**src/hw/rtl/fcpp_pkg.sv**
```systemverilog
// Package for the framed command packet parser.
// Holds the parse phase encoding, the frame handoff struct and register constants.
// No dependencies.
package fcpp_pkg;

	localparam int unsigned PAYLOAD_BYTES = 3;
	localparam int unsigned CNT_W         = 2;
	localparam int unsigned WORD_W        = PAYLOAD_BYTES * 8;
	localparam int unsigned DIST_W        = 14;
	localparam int unsigned ANGLE_W       = 8;
	localparam int unsigned SDIST_W       = DIST_W + 1;
	localparam int unsigned OUT_TDATA_W   = 40;
	localparam int unsigned PADDR_W       = 3;

	localparam logic [7:0] START_MARKER_RST = 8'hAA;
	localparam logic [7:0] END_MARKER_RST   = 8'h55;

	// register index, taken from paddr[2]
	localparam logic REG_START_MARKER = 1'b0;
	localparam logic REG_END_MARKER   = 1'b1;

	typedef enum logic [3:0] {
		PH_START   = 4'b0001,
		PH_PAYLOAD = 4'b0010,
		PH_CHECK   = 4'b0100,
		PH_END     = 4'b1000
	} phase_t;

	typedef struct packed {
		logic              valid;
		logic [WORD_W-1:0] word;
	} frame_t;

endpackage

```
**src/hw/rtl/fcpp_parser.sv**
```systemverilog
// Frame parser: phase, payload store, count and running XOR.
// Emits one frame_t per byte step; valid on a good end marker.
// Depends on fcpp_pkg.
module fcpp_parser (
	input  logic                clk,
	input  logic                arst_n,
	input  logic                step,
	input  logic [7:0]          rx_byte,
	input  logic [7:0]          start_marker,
	input  logic [7:0]          end_marker,
	output fcpp_pkg::frame_t    frame
);

	fcpp_pkg::phase_t                phase_q, phase_d;
	logic [fcpp_pkg::CNT_W-1:0]      count_q, count_d;
	logic [7:0]                      xor_q, xor_d;
	logic [7:0]                      store_q [fcpp_pkg::PAYLOAD_BYTES];
	logic                            store_we;

	always_comb begin
		phase_d  = phase_q;
		count_d  = count_q;
		xor_d    = xor_q;
		store_we = 1'b0;
		case (phase_q)
			fcpp_pkg::PH_START: begin
				if (rx_byte == start_marker) begin
					count_d = '0;
					xor_d   = '0;
					phase_d = fcpp_pkg::PH_PAYLOAD;
				end
			end
			fcpp_pkg::PH_PAYLOAD: begin
				store_we = 1'b1;
				xor_d    = xor_q ^ rx_byte;
				count_d  = count_q + 1'b1;
				if (count_q == fcpp_pkg::CNT_W'(fcpp_pkg::PAYLOAD_BYTES - 1))
					phase_d = fcpp_pkg::PH_CHECK;
			end
			fcpp_pkg::PH_CHECK: begin
				phase_d = (rx_byte == xor_q) ? fcpp_pkg::PH_END : fcpp_pkg::PH_START;
			end
			default: begin
				phase_d = fcpp_pkg::PH_START;
			end
		endcase
	end

	always_ff @(posedge clk or negedge arst_n) begin
		if (!arst_n) begin
			phase_q <= fcpp_pkg::PH_START;
			count_q <= '0;
			xor_q   <= '0;
		end else if (step) begin
			phase_q <= phase_d;
			count_q <= count_d;
			xor_q   <= xor_d;
		end
	end

	always_ff @(posedge clk) begin
		if (step && store_we) begin
			store_q[count_q] <= rx_byte;
		end
	end

	assign frame.valid = step && (phase_q == fcpp_pkg::PH_END) && (rx_byte == end_marker);
	assign frame.word  = {store_q[0], store_q[1], store_q[2]};

	a_count_range: assert property (@(posedge clk) disable iff (!arst_n)
		phase_q == fcpp_pkg::PH_PAYLOAD |-> count_q != 2'd3)
		else $error("payload count out of range");

	a_check_after_payload: assert property (@(posedge clk) disable iff (!arst_n)
		step && phase_q == fcpp_pkg::PH_PAYLOAD && count_q == 2'd2
		|=> phase_q == fcpp_pkg::PH_CHECK)
		else $error("payload did not advance to checksum");

	a_end_returns: assert property (@(posedge clk) disable iff (!arst_n)
		step && phase_q == fcpp_pkg::PH_END |=> phase_q == fcpp_pkg::PH_START)
		else $error("end phase did not return to start");

	a_start_opens: assert property (@(posedge clk) disable iff (!arst_n)
		step && phase_q == fcpp_pkg::PH_START && rx_byte == start_marker
		|=> phase_q == fcpp_pkg::PH_PAYLOAD && count_q == '0 && xor_q == '0)
		else $error("start marker did not open a frame");

endmodule

```
**src/hw/rtl/fcpp_result.sv**
```systemverilog
// Result stage: splits the payload word, forms the signed distance and
// holds the result in the output register. Depends on fcpp_pkg.
module fcpp_result (
	input  logic                                clk,
	input  logic                                arst_n,
	input  fcpp_pkg::frame_t                    frame,
	output logic                                advance,
	output logic                                m_tvalid,
	input  logic                                m_tready,
	output logic [fcpp_pkg::OUT_TDATA_W-1:0]    m_tdata
);

	logic                                valid_q;
	logic [fcpp_pkg::OUT_TDATA_W-1:0]    data_q;
	logic                                cmd, dir;
	logic [fcpp_pkg::DIST_W-1:0]         dist_mag;
	logic [fcpp_pkg::ANGLE_W-1:0]        angle;
	logic [fcpp_pkg::SDIST_W-1:0]        sdist;

	assign cmd      = frame.word[23];
	assign dir      = frame.word[22];
	assign dist_mag = frame.word[21:8];
	assign angle    = frame.word[7:0];
	assign sdist    = dir ? (fcpp_pkg::SDIST_W'(0) - {1'b0, dist_mag}) : {1'b0, dist_mag};

	assign advance = !valid_q || m_tready;

	always_ff @(posedge clk or negedge arst_n) begin
		if (!arst_n) begin
			valid_q <= 1'b0;
		end else if (advance) begin
			valid_q <= frame.valid;
		end
	end

	always_ff @(posedge clk) begin
		if (advance && frame.valid) begin
			data_q <= {1'b0, sdist, angle, dist_mag, dir, cmd};
		end
	end

	assign m_tvalid = valid_q;
	assign m_tdata  = data_q;

endmodule

```
**src/hw/rtl/framed_command_packet_parser_core.sv**
```systemverilog
// The closing end byte is held in the byte stage register, then the result register drives m_tvalid.
// Throughput: one byte per cycle; the output register stalls the byte stage
// only while a result waits on m_tready.
// Reset (arst_n low): parser waits for start, count and XOR cleared, output empty,
// markers return to 0xAA (start) and 0x55 (end).
// Top level; uses fcpp_pkg, fcpp_parser, fcpp_result.
module framed_command_packet_parser_core (
	input  logic                                clk,
	input  logic                                arst_n,
	input  logic                                s_tvalid,
	output logic                                s_tready,
	input  logic [7:0]                          s_tdata,   // [7:0] rx_byte
	output logic                                m_tvalid,
	input  logic                                m_tready,
	// [0] command_flag, [1] direction_flag, [15:2] distance_magnitude,
	// [23:16] angle_value, [38:24] signed_distance, [39] zero
	output logic [fcpp_pkg::OUT_TDATA_W-1:0]    m_tdata,
	input  logic                                psel,
	input  logic                                penable,
	input  logic                                pwrite,
	input  logic [fcpp_pkg::PADDR_W-1:0]        paddr,
	input  logic [31:0]                         pwdata,
	output logic [31:0]                         prdata,
	output logic                                pready
);

	logic [7:0]         start_marker_q, end_marker_q;
	logic               byte_valid_s1;
	logic [7:0]         byte_s1;
	logic               advance, step;
	fcpp_pkg::frame_t   frame;

	assign pready = 1'b1;

	always_ff @(posedge clk or negedge arst_n) begin
		if (!arst_n) begin
			start_marker_q <= fcpp_pkg::START_MARKER_RST;
			end_marker_q   <= fcpp_pkg::END_MARKER_RST;
		end else if (psel && penable && pwrite && pready) begin
			if (paddr[2] == fcpp_pkg::REG_START_MARKER)
				start_marker_q <= pwdata[7:0];
			else
				end_marker_q <= pwdata[7:0];
		end
	end

	assign prdata = {24'd0, (paddr[2] == fcpp_pkg::REG_END_MARKER) ? end_marker_q
	                                                               : start_marker_q};

	assign step     = byte_valid_s1 && advance;
	assign s_tready = !byte_valid_s1 || advance;

	always_ff @(posedge clk or negedge arst_n) begin
		if (!arst_n) begin
			byte_valid_s1 <= 1'b0;
		end else if (s_tready) begin
			byte_valid_s1 <= s_tvalid;
		end
	end

	always_ff @(posedge clk) begin
		if (s_tready && s_tvalid) begin
			byte_s1 <= s_tdata;
		end
	end

	fcpp_parser u_parser (
		.clk          (clk),
		.arst_n       (arst_n),
		.step         (step),
		.rx_byte      (byte_s1),
		.start_marker (start_marker_q),
		.end_marker   (end_marker_q),
		.frame        (frame)
	);

	fcpp_result u_result (
		.clk      (clk),
		.arst_n   (arst_n),
		.frame    (frame),
		.advance  (advance),
		.m_tvalid (m_tvalid),
		.m_tready (m_tready),
		.m_tdata  (m_tdata)
	);

endmodule

```
**config.mk**
```make
export PLATFORM = sky130hd
export DESIGN_NAME = framed_command_packet_parser_core
export DESIGN_NICKNAME = d
export VERILOG_FILES = /design/src/hw/rtl/fcpp_pkg.sv /design/src/hw/rtl/fcpp_parser.sv /design/src/hw/rtl/fcpp_result.sv /design/src/hw/rtl/framed_command_packet_parser_core.sv
export SDC_FILE = /design/constraint.sdc
export NUM_CORES = 1
export LEC_CHECK = 0
export ABC_CLOCK_PERIOD_IN_PS = 4900
export BUFFER_PORTS_ARGS = -buffer_cell sky130_fd_sc_hd__buf_2
export CORE_UTILIZATION = 50
export CTS_BUF_LIST = sky130_fd_sc_hd__clkbuf_2 sky130_fd_sc_hd__clkbuf_4 sky130_fd_sc_hd__clkbuf_8
export CTS_CLUSTER_SIZE = 24
export DETAILED_ROUTE_END_ITERATION = 12
export PLACE_DENSITY_LB_ADDON = 0.15
export SLEW_MARGIN = 40
export SYNTH_ARGS = -nofsm -noshare
export SYNTH_HDL_FRONTEND = slang
export SYNTH_HIERARCHICAL = 1
export SYNTH_SLANG_ARGS = --single-unit
export TNS_END_PERCENT = 30
```
**constraint.sdc**
```tcl
create_clock -name clk -period 4.9 [get_ports clk]
set_input_delay 1.225 -clock clk [delete_from_list [all_inputs] [get_ports clk]]
set_output_delay 1.225 -clock clk [all_outputs]
set_load 0.005 [all_outputs]
```
==> run_results.csv, run 1 <==
group,metric,value,unit
outcome,status,"complete, no violations",
synth,seq_area_frac_synth,64.9,%
clock_tree,clk_latency,360,ps
worst_setup_path,crit_top_cell,"buf_2",
timing,rsz0062_at_grt,"no",
synth,yosys-top-cells-area,"edfxtp_1 (47%), dfrtp_1 (13%), xnor2_1 (7.0%)",
die,std_cell_rows,34,
worst_setup_path,required,3670,ps
synth,synth_cells,309,
power,ir_worst_vdd,0.191,mV
finish,syn_to_final_growth,12.2,%
clock_tree,numCtsBuffers,9,
synth,ys_warn_count,6,
min_path,min-delay-path-class,"reg -> reg",
clock_tree,cts_tree,"done",
die,fp.coreArea,8720,µm²
finish,fillCellCount,704,
finish,multi_input_area,1400,µm²
power,leakagePower,1.92,nW
min_path,worstHoldPathCells,0,
clock_tree,holdBufCountCts,0,
worst_setup_path,setup.worst_path.class,"in -> out",
synth,synth_cell_types,44,
worst_setup_path,crit-reg2reg-capture,"u_result/m_tdata[0]",
synth,synthArstFlopShare,31.4,%
clock_tree,postCtsResizedCells,0,
timing,fin_crit_sh,65.6,%
timing,worst_pin_slew,719,ps
worst_setup_path,critPathCaptureType,"primary output",
timing,max_slew_margin,52.1,%
worst_setup_path,worst_r2r_startpoint,"byte_s1[7]",
grt,grtUsageTotal,16.5,%
synth,synth_edf_count,70,
grt,grt_pass1_wl,11900,µm
worst_setup_path,ff2ff_path_depth,5,
drt,firstDrtPassIters,4,
finish,register_area,2910,µm²
clock_tree,clock_path_buffers,2,
grt,grt.overflow.total,0,
timing,skew,16.0,ps
drt,routed_wirelength,7480,µm
drt,via_per_inst,5.02,
timing,period_minus_slack,3210,ps
synth,synthFlopType,"edfxtp_1",
placement,dp_hpwl,5190,µm
worst_setup_path,slowest_stage,"mux2_2",
placement,io_buffer_count,72,
placement,gp_congestion,0.806,
die,start_util,51.5,%
worst_setup_path,max_stage_delay,380,ps
worst_setup_path,ff2ff_setup_slack,2750,ps
synth,synth-seq-cells,102,
finish,antenna_cells,0,
worst_setup_path,cp-start-kind,"primary input",
clock_tree,cts_max_level,3,
worst_setup_path,crit_chain,"buf_2 > mux2_2 > buf_2",
power,p_per_area,345,nW/µm²
finish,final_nets,438,
die,io_pins,125,
clock_tree,root_buffer,"clkbuf_8",
flow_run,drv_cap,0,
die,dieArea,9370,µm²
timing,fmax,311,MHz
grt,grt_max_degree,39,
die,die_w,96.8,µm
drt,ant_nets,0,
timing,setup_viol,0,
grt,antenna_found_initial,0,
drt,avgRoutedWirePerCell,15.0,µm
grt,grt_pass1_vias,2302,
drt,drcViolationCount,0,
clock_tree,clk_pin_slew,100,ps
timing,drv_slew,0,
synth,avgSynthCellArea,14.5,µm²
synth,synth_area,4490,µm²
timing,fin_tns_setup,0,ps
clock_tree,post_cts_buffers,0,
die,die_h,96.8,µm
min_path,worstHoldStart,"u_parser/store_q[2][3]",
synth,synth.largest_area_cell,"edfxtp_1",
drt,vias,2494,
clock_tree,cts.sinks,102,
finish,final_cell_mix,"buf_2 (72), edfxtp_1 (70), xnor2_1 (36)",
finish,drive_above_1_share,33.9,%
synth,yosysTopAreaCellShare,46.8,%
timing,hold_viol,0,
power,fin_total_pwr,1.74,mW
min_path,hold_end,"u_result/m_tdata[19]",
worst_setup_path,path_max_fanout,10,
finish,layout_commonest_cell,"buf_2",
worst_setup_path,critical_path_arrival,1990,ps
drt,drtIter0Drc,87,
==> per-stage QoR <==
step	instances	worst slack (ps)	area, µm²	hold WS (ps)	utilization [%]
global placement	481	1690	4840	404	55.5
finish	497	1690	5040	429	57.8
CTS	497	1690	5040	431	57.8
global route	497	1660	5040	443	57.8
floorplan	332	1700	4580	400	-
detailed placement	481	1690	4840	405	55.5
==> report_power, final <==
part | switching [mW] | internal (mW) | total (mW)
logic | 0.0817 | 0.106 | 0.187
clock network | 0.310 | 0.214 | 0.523
registers | 0.0531 | 0.974 | 1.03
==> flip-flops by register name, indices dropped and copies added (netlist names) <==
register,flops
u_parser/phase_q,4
byte_s1,8
u_result/m_tdata,38
end_marker_q,8
start_marker_q,8
u_result/m_tvalid,1
u_parser/store_q,24
u_parser/xor_q,8
u_parser/count_q,2
byte_valid_s1,1
==> cell families after synthesis <==
family          synth area share (%)
flops                           64.9
compound gates                  4.18
simple gates                    10.6
fa+ha+maj                       1.11
mux                             6.02
other cells                    0.251
xor+xnor                        7.02
buf+inv                         5.96
==> worst max path at each step <==
stage                     startpoint             endpoint  depth (start not counted)
after global placement      paddr[2]            prdata[2]                          3
after detailed placement    paddr[2]            prdata[1]                          3
after CTS                   paddr[2]            prdata[1]                          3
final                       paddr[2]            prdata[2]                          3
after global routing        paddr[2]            prdata[2]                          3
after floorplan             m_tready  u_result/m_tdata[0]                          5
==> area by class of cell <==
class / instances / share of cell area [%]
inverter: 6 / 0.447
tap: 108 / 2.68
timing repair buffer: 73 / 7.30
clock buffer: 10 / 2.73
sequential: 102 / 57.8
clock inverter: 6 / 1.29
multi-input combinational: 192 / 27.7
==> routing by layer <==
metal	vias up	part of all wire, %	track usage [%]
li1	1215	-	-
met1	1197	46	22.3
met2	75	49	27.1
met3	7	3.7	3.97
met4	0	0.94	4.13
met5	-	0	0
==> synth_stat cells, drive strengths merged (2+ instances only) <==
| cell type | n |
|---|---|
| nor3b | 2 |
| o31ai | 5 |
| buf | 31 |
| nand4b | 2 |
| nand2b | 7 |
| or4 | 3 |
| nor2 | 2 |
| and2 | 4 |
| ha | 4 |
| nand3 | 10 |
| or3 | 4 |
| nand4 | 7 |
| and2b | 2 |
| nand2 | 13 |
| o21ai | 16 |
| conb | 3 |
| mux2 | 24 |
| o41ai | 2 |
| dfstp | 9 |
| nor3 | 5 |
| inv | 6 |
| edfxtp | 70 |
| dfrtp | 23 |
| or2 | 8 |
| xnor2 | 36 |
| and3 | 3 |
| a21oi | 2 |
==> critical path: cells and delay by family <==
kind	cells	cell delay, ps
multiplexers	1	380
buffers and inverters	2	390
(Power assumes the default switching activity.)
==> inputs of run 2 (changes only) <==
Settings changed: ABC_AREA set to 1, ABC_CLOCK_PERIOD_IN_PS 4900 to 3070.
Clock period 4.9 ns to 3.07 ns, I/O delays scaled along.
==> run_results.csv, run 2 <==
group,metric,value,unit
outcome,status,"complete, no violations",
synth,seq_area_frac_synth,61.4,%
grt,grtUsageTotal,18.4,%
drt,avgRoutedWirePerCell,13.0,µm
synth,synthTopCellsByCount,"nand2_1 (139), edfxtp_1 (70), inv_1 (43)",
clock_tree,root_buffer,"clkbuf_8",
finish,antenna_cells,0,
synth,synth.largest_area_cell,"edfxtp_1",
clock_tree,holdBufCountCts,0,
worst_setup_path,max_stage_delay,290,ps
timing,drv_slew,0,
clock_tree,cts_max_level,3,
grt,grt_pass1_wl,13800,µm
min_path,min-delay-path-class,"in -> async",
drt,firstDrtPassIters,4,
worst_setup_path,cp-start-kind,"primary input",
synth,synth_cell_types,30,
flow_run,drv_cap,0,
die,dieArea,9890,µm²
placement,dp.cells,637,
drt,vias,3180,
clock_tree,numCtsBuffers,9,
timing,setup_viol,0,
synth,yosysTopAreaCellShare,44.3,%
synth,synth_edf_count,70,
drt,ant_nets,0,
grt,grt_pass1_vias,2954,
clock_tree,clock_path_buffers,2,
power,ir_worst_vdd,0.347,mV
worst_setup_path,critPathCaptureType,"primary output",
timing,worst_pin_slew,664,ps
timing,fin_crit_sh,75.8,%
finish,layout_commonest_cell,"nand2_1",
die,die_h,99.4,µm
synth,synth_cells,461,
die,start_util,51.6,%
placement,place_area,5120,µm²
timing,rsz0062_at_grt,"no",
synth,synthArstFlopShare,31.4,%
finish,final_cell_mix,"nand2_1 (139), buf_2 (72), edfxtp_1 (70)",
placement,gp_congestion,0.791,
clock_tree,cts.sinks,102,
drt,drtIter0Drc,113,
synth,yosys-top-cells-area,"edfxtp_1 (44%), dfrtp_1 (12%), nand2_1 (11%)",
die,fp.coreArea,9200,µm²
finish,largest_reg_flops,38,
finish,fin_area,5340,µm²
clock_tree,clk_latency,370,ps
drt,via_per_inst,4.86,
worst_setup_path,slowest_stage,"buf_2",
placement,io_buffer_count,72,
synth,ys_warn_count,6,
worst_setup_path,required,2300,ps
synth,synth_area,4750,µm²
synth,synthFlopType,"edfxtp_1",
timing,whs,271,ps
grt,grt.overflow.total,0,
finish,final_nets,592,
timing,fin_tns_setup,0,ps
clock_tree,post_cts_buffers,0,
die,std_cell_rows,35,
worst_setup_path,crit_chain,"buf_2 > inv_2 > nand2_1 > nand2_1 > buf_2",
timing,hold_viol,0,
worst_setup_path,critical_path_arrival,1560,ps
power,leakagePower,2.44,nW
drt,drcViolationCount,0,
finish,syn_to_final_growth,12.5,%
grt,antenna_found_initial,0,
timing,max_slew_margin,55.7,%
power,p_per_area,600,nW/µm²
finish,post_layout_nonfiller_instances,654,
die,die_w,99.4,µm
grt,grt_max_degree,39,
die,io_pins,125,
synth,avgSynthCellArea,10.3,µm²
drt,routed_wirelength,8490,µm
synth,synth-seq-cells,102,
worst_setup_path,setup.worst_path.class,"in -> out",
synth,synth.most_common_cell,"nand2_1",
timing,period_minus_slack,2330,ps
finish,drive_above_1_share,25.4,%
clock_tree,postCtsResizedCells,0,
worst_setup_path,path_max_fanout,18,
clock_tree,cts_tree,"done",
timing,fmax,430,MHz
placement,dp_hpwl,6130,µm
timing,skew,11.6,ps
clock_tree,clk_pin_slew,100,ps
==> run 2: changes by cell type after synthesis, sizes merged, moves of 8 or more <==
| cell | delta |
|---|---|
| nand2 | +136 |
| inv | +43 |
| nand3 | +34 |
| xnor2 | -25 |
| mux2 | -24 |
| nor2 | +22 |
| or2 | -8 |
==> run 2: through the flow <==
stage | total power, mW | util, % | worst slack [ps]
final | 3.20 | 58.1 | 742
after global routing | 3.40 | 58.1 | 656
after CTS | 3.22 | 57.8 | 739
after detailed placement | 2.42 | 55.7 | 547
after global placement | 2.40 | 55.7 | 554
after floorplan | 2.28 | - | 184
==> run 2: metal layers <==
| layer | global-route usage, % | vias to the layer above | share of wire (%) |
|---|---|---|---|
| li1 | - | 1603 | - |
| met1 | 23.0 | 1488 | 44 |
| met2 | 31.9 | 82 | 51 |
| met3 | 2.81 | 7 | 3.9 |
| met4 | 7.58 | 0 | 1.1 |
| met5 | 0 | - | 0 |
==> run 2: layout make-up <==
type / instances / area, µm²
Multi-Input combinational cell: 298 / 1480
Sequential cell: 102 / 2910
Fill cell: 802 / 3850
Inverter: 49 / 184
Clock buffer: 9 / 124
Timing Repair Buffer: 78 / 438
Clock inverter: 7 / 67.6
Tap cell: 111 / 139
==> run 2: worst paths after layout <==
kind | start | end | slack, ps | cells after the start
max | paddr[2] | prdata[0] | 740 | 5
min | arst_n | u_parser/xor_q[4] | 270 | 1
max reg2reg | u_result/m_tvalid | u_result/m_tdata[7] | 1040 | 10
min in group clk | u_parser/store_q[2][2] | u_result/m_tdata[18] | 430 | 0
max in group asynchronous | arst_n | end_marker_q[0] | 2310 | 2
min reg2reg | u_parser/store_q[2][2] | u_result/m_tdata[18] | 430 | 0
==> run 2: where the power goes <==
group	switching [mW]	internal, mW
Clock	0.494	0.315
Combinational	0.371	0.239
Sequential	0.138	1.65
Total	1.00	2.20
==> run 2: cells by family after synthesis <==
| family | count (synthesis) | share of synthesized area, % |
|---|---|---|
| adders and majority gates | 4 | 1.05 |
| xor gates and xnor gates | 18 | 3.48 |
| buffers and inverters | 84 | 9.57 |
| DFF | 102 | 61.4 |
| AOI/OAI and AO/OA | 22 | 2.90 |
| and+or+nand+nor | 228 | 21.4 |
| other | 3 | 0.237 |
==> run 2: critical path: cells and delay by family <==
family | cells | cell delay, ps
simple gates | 2 | 160
buf+inv | 3 | 630
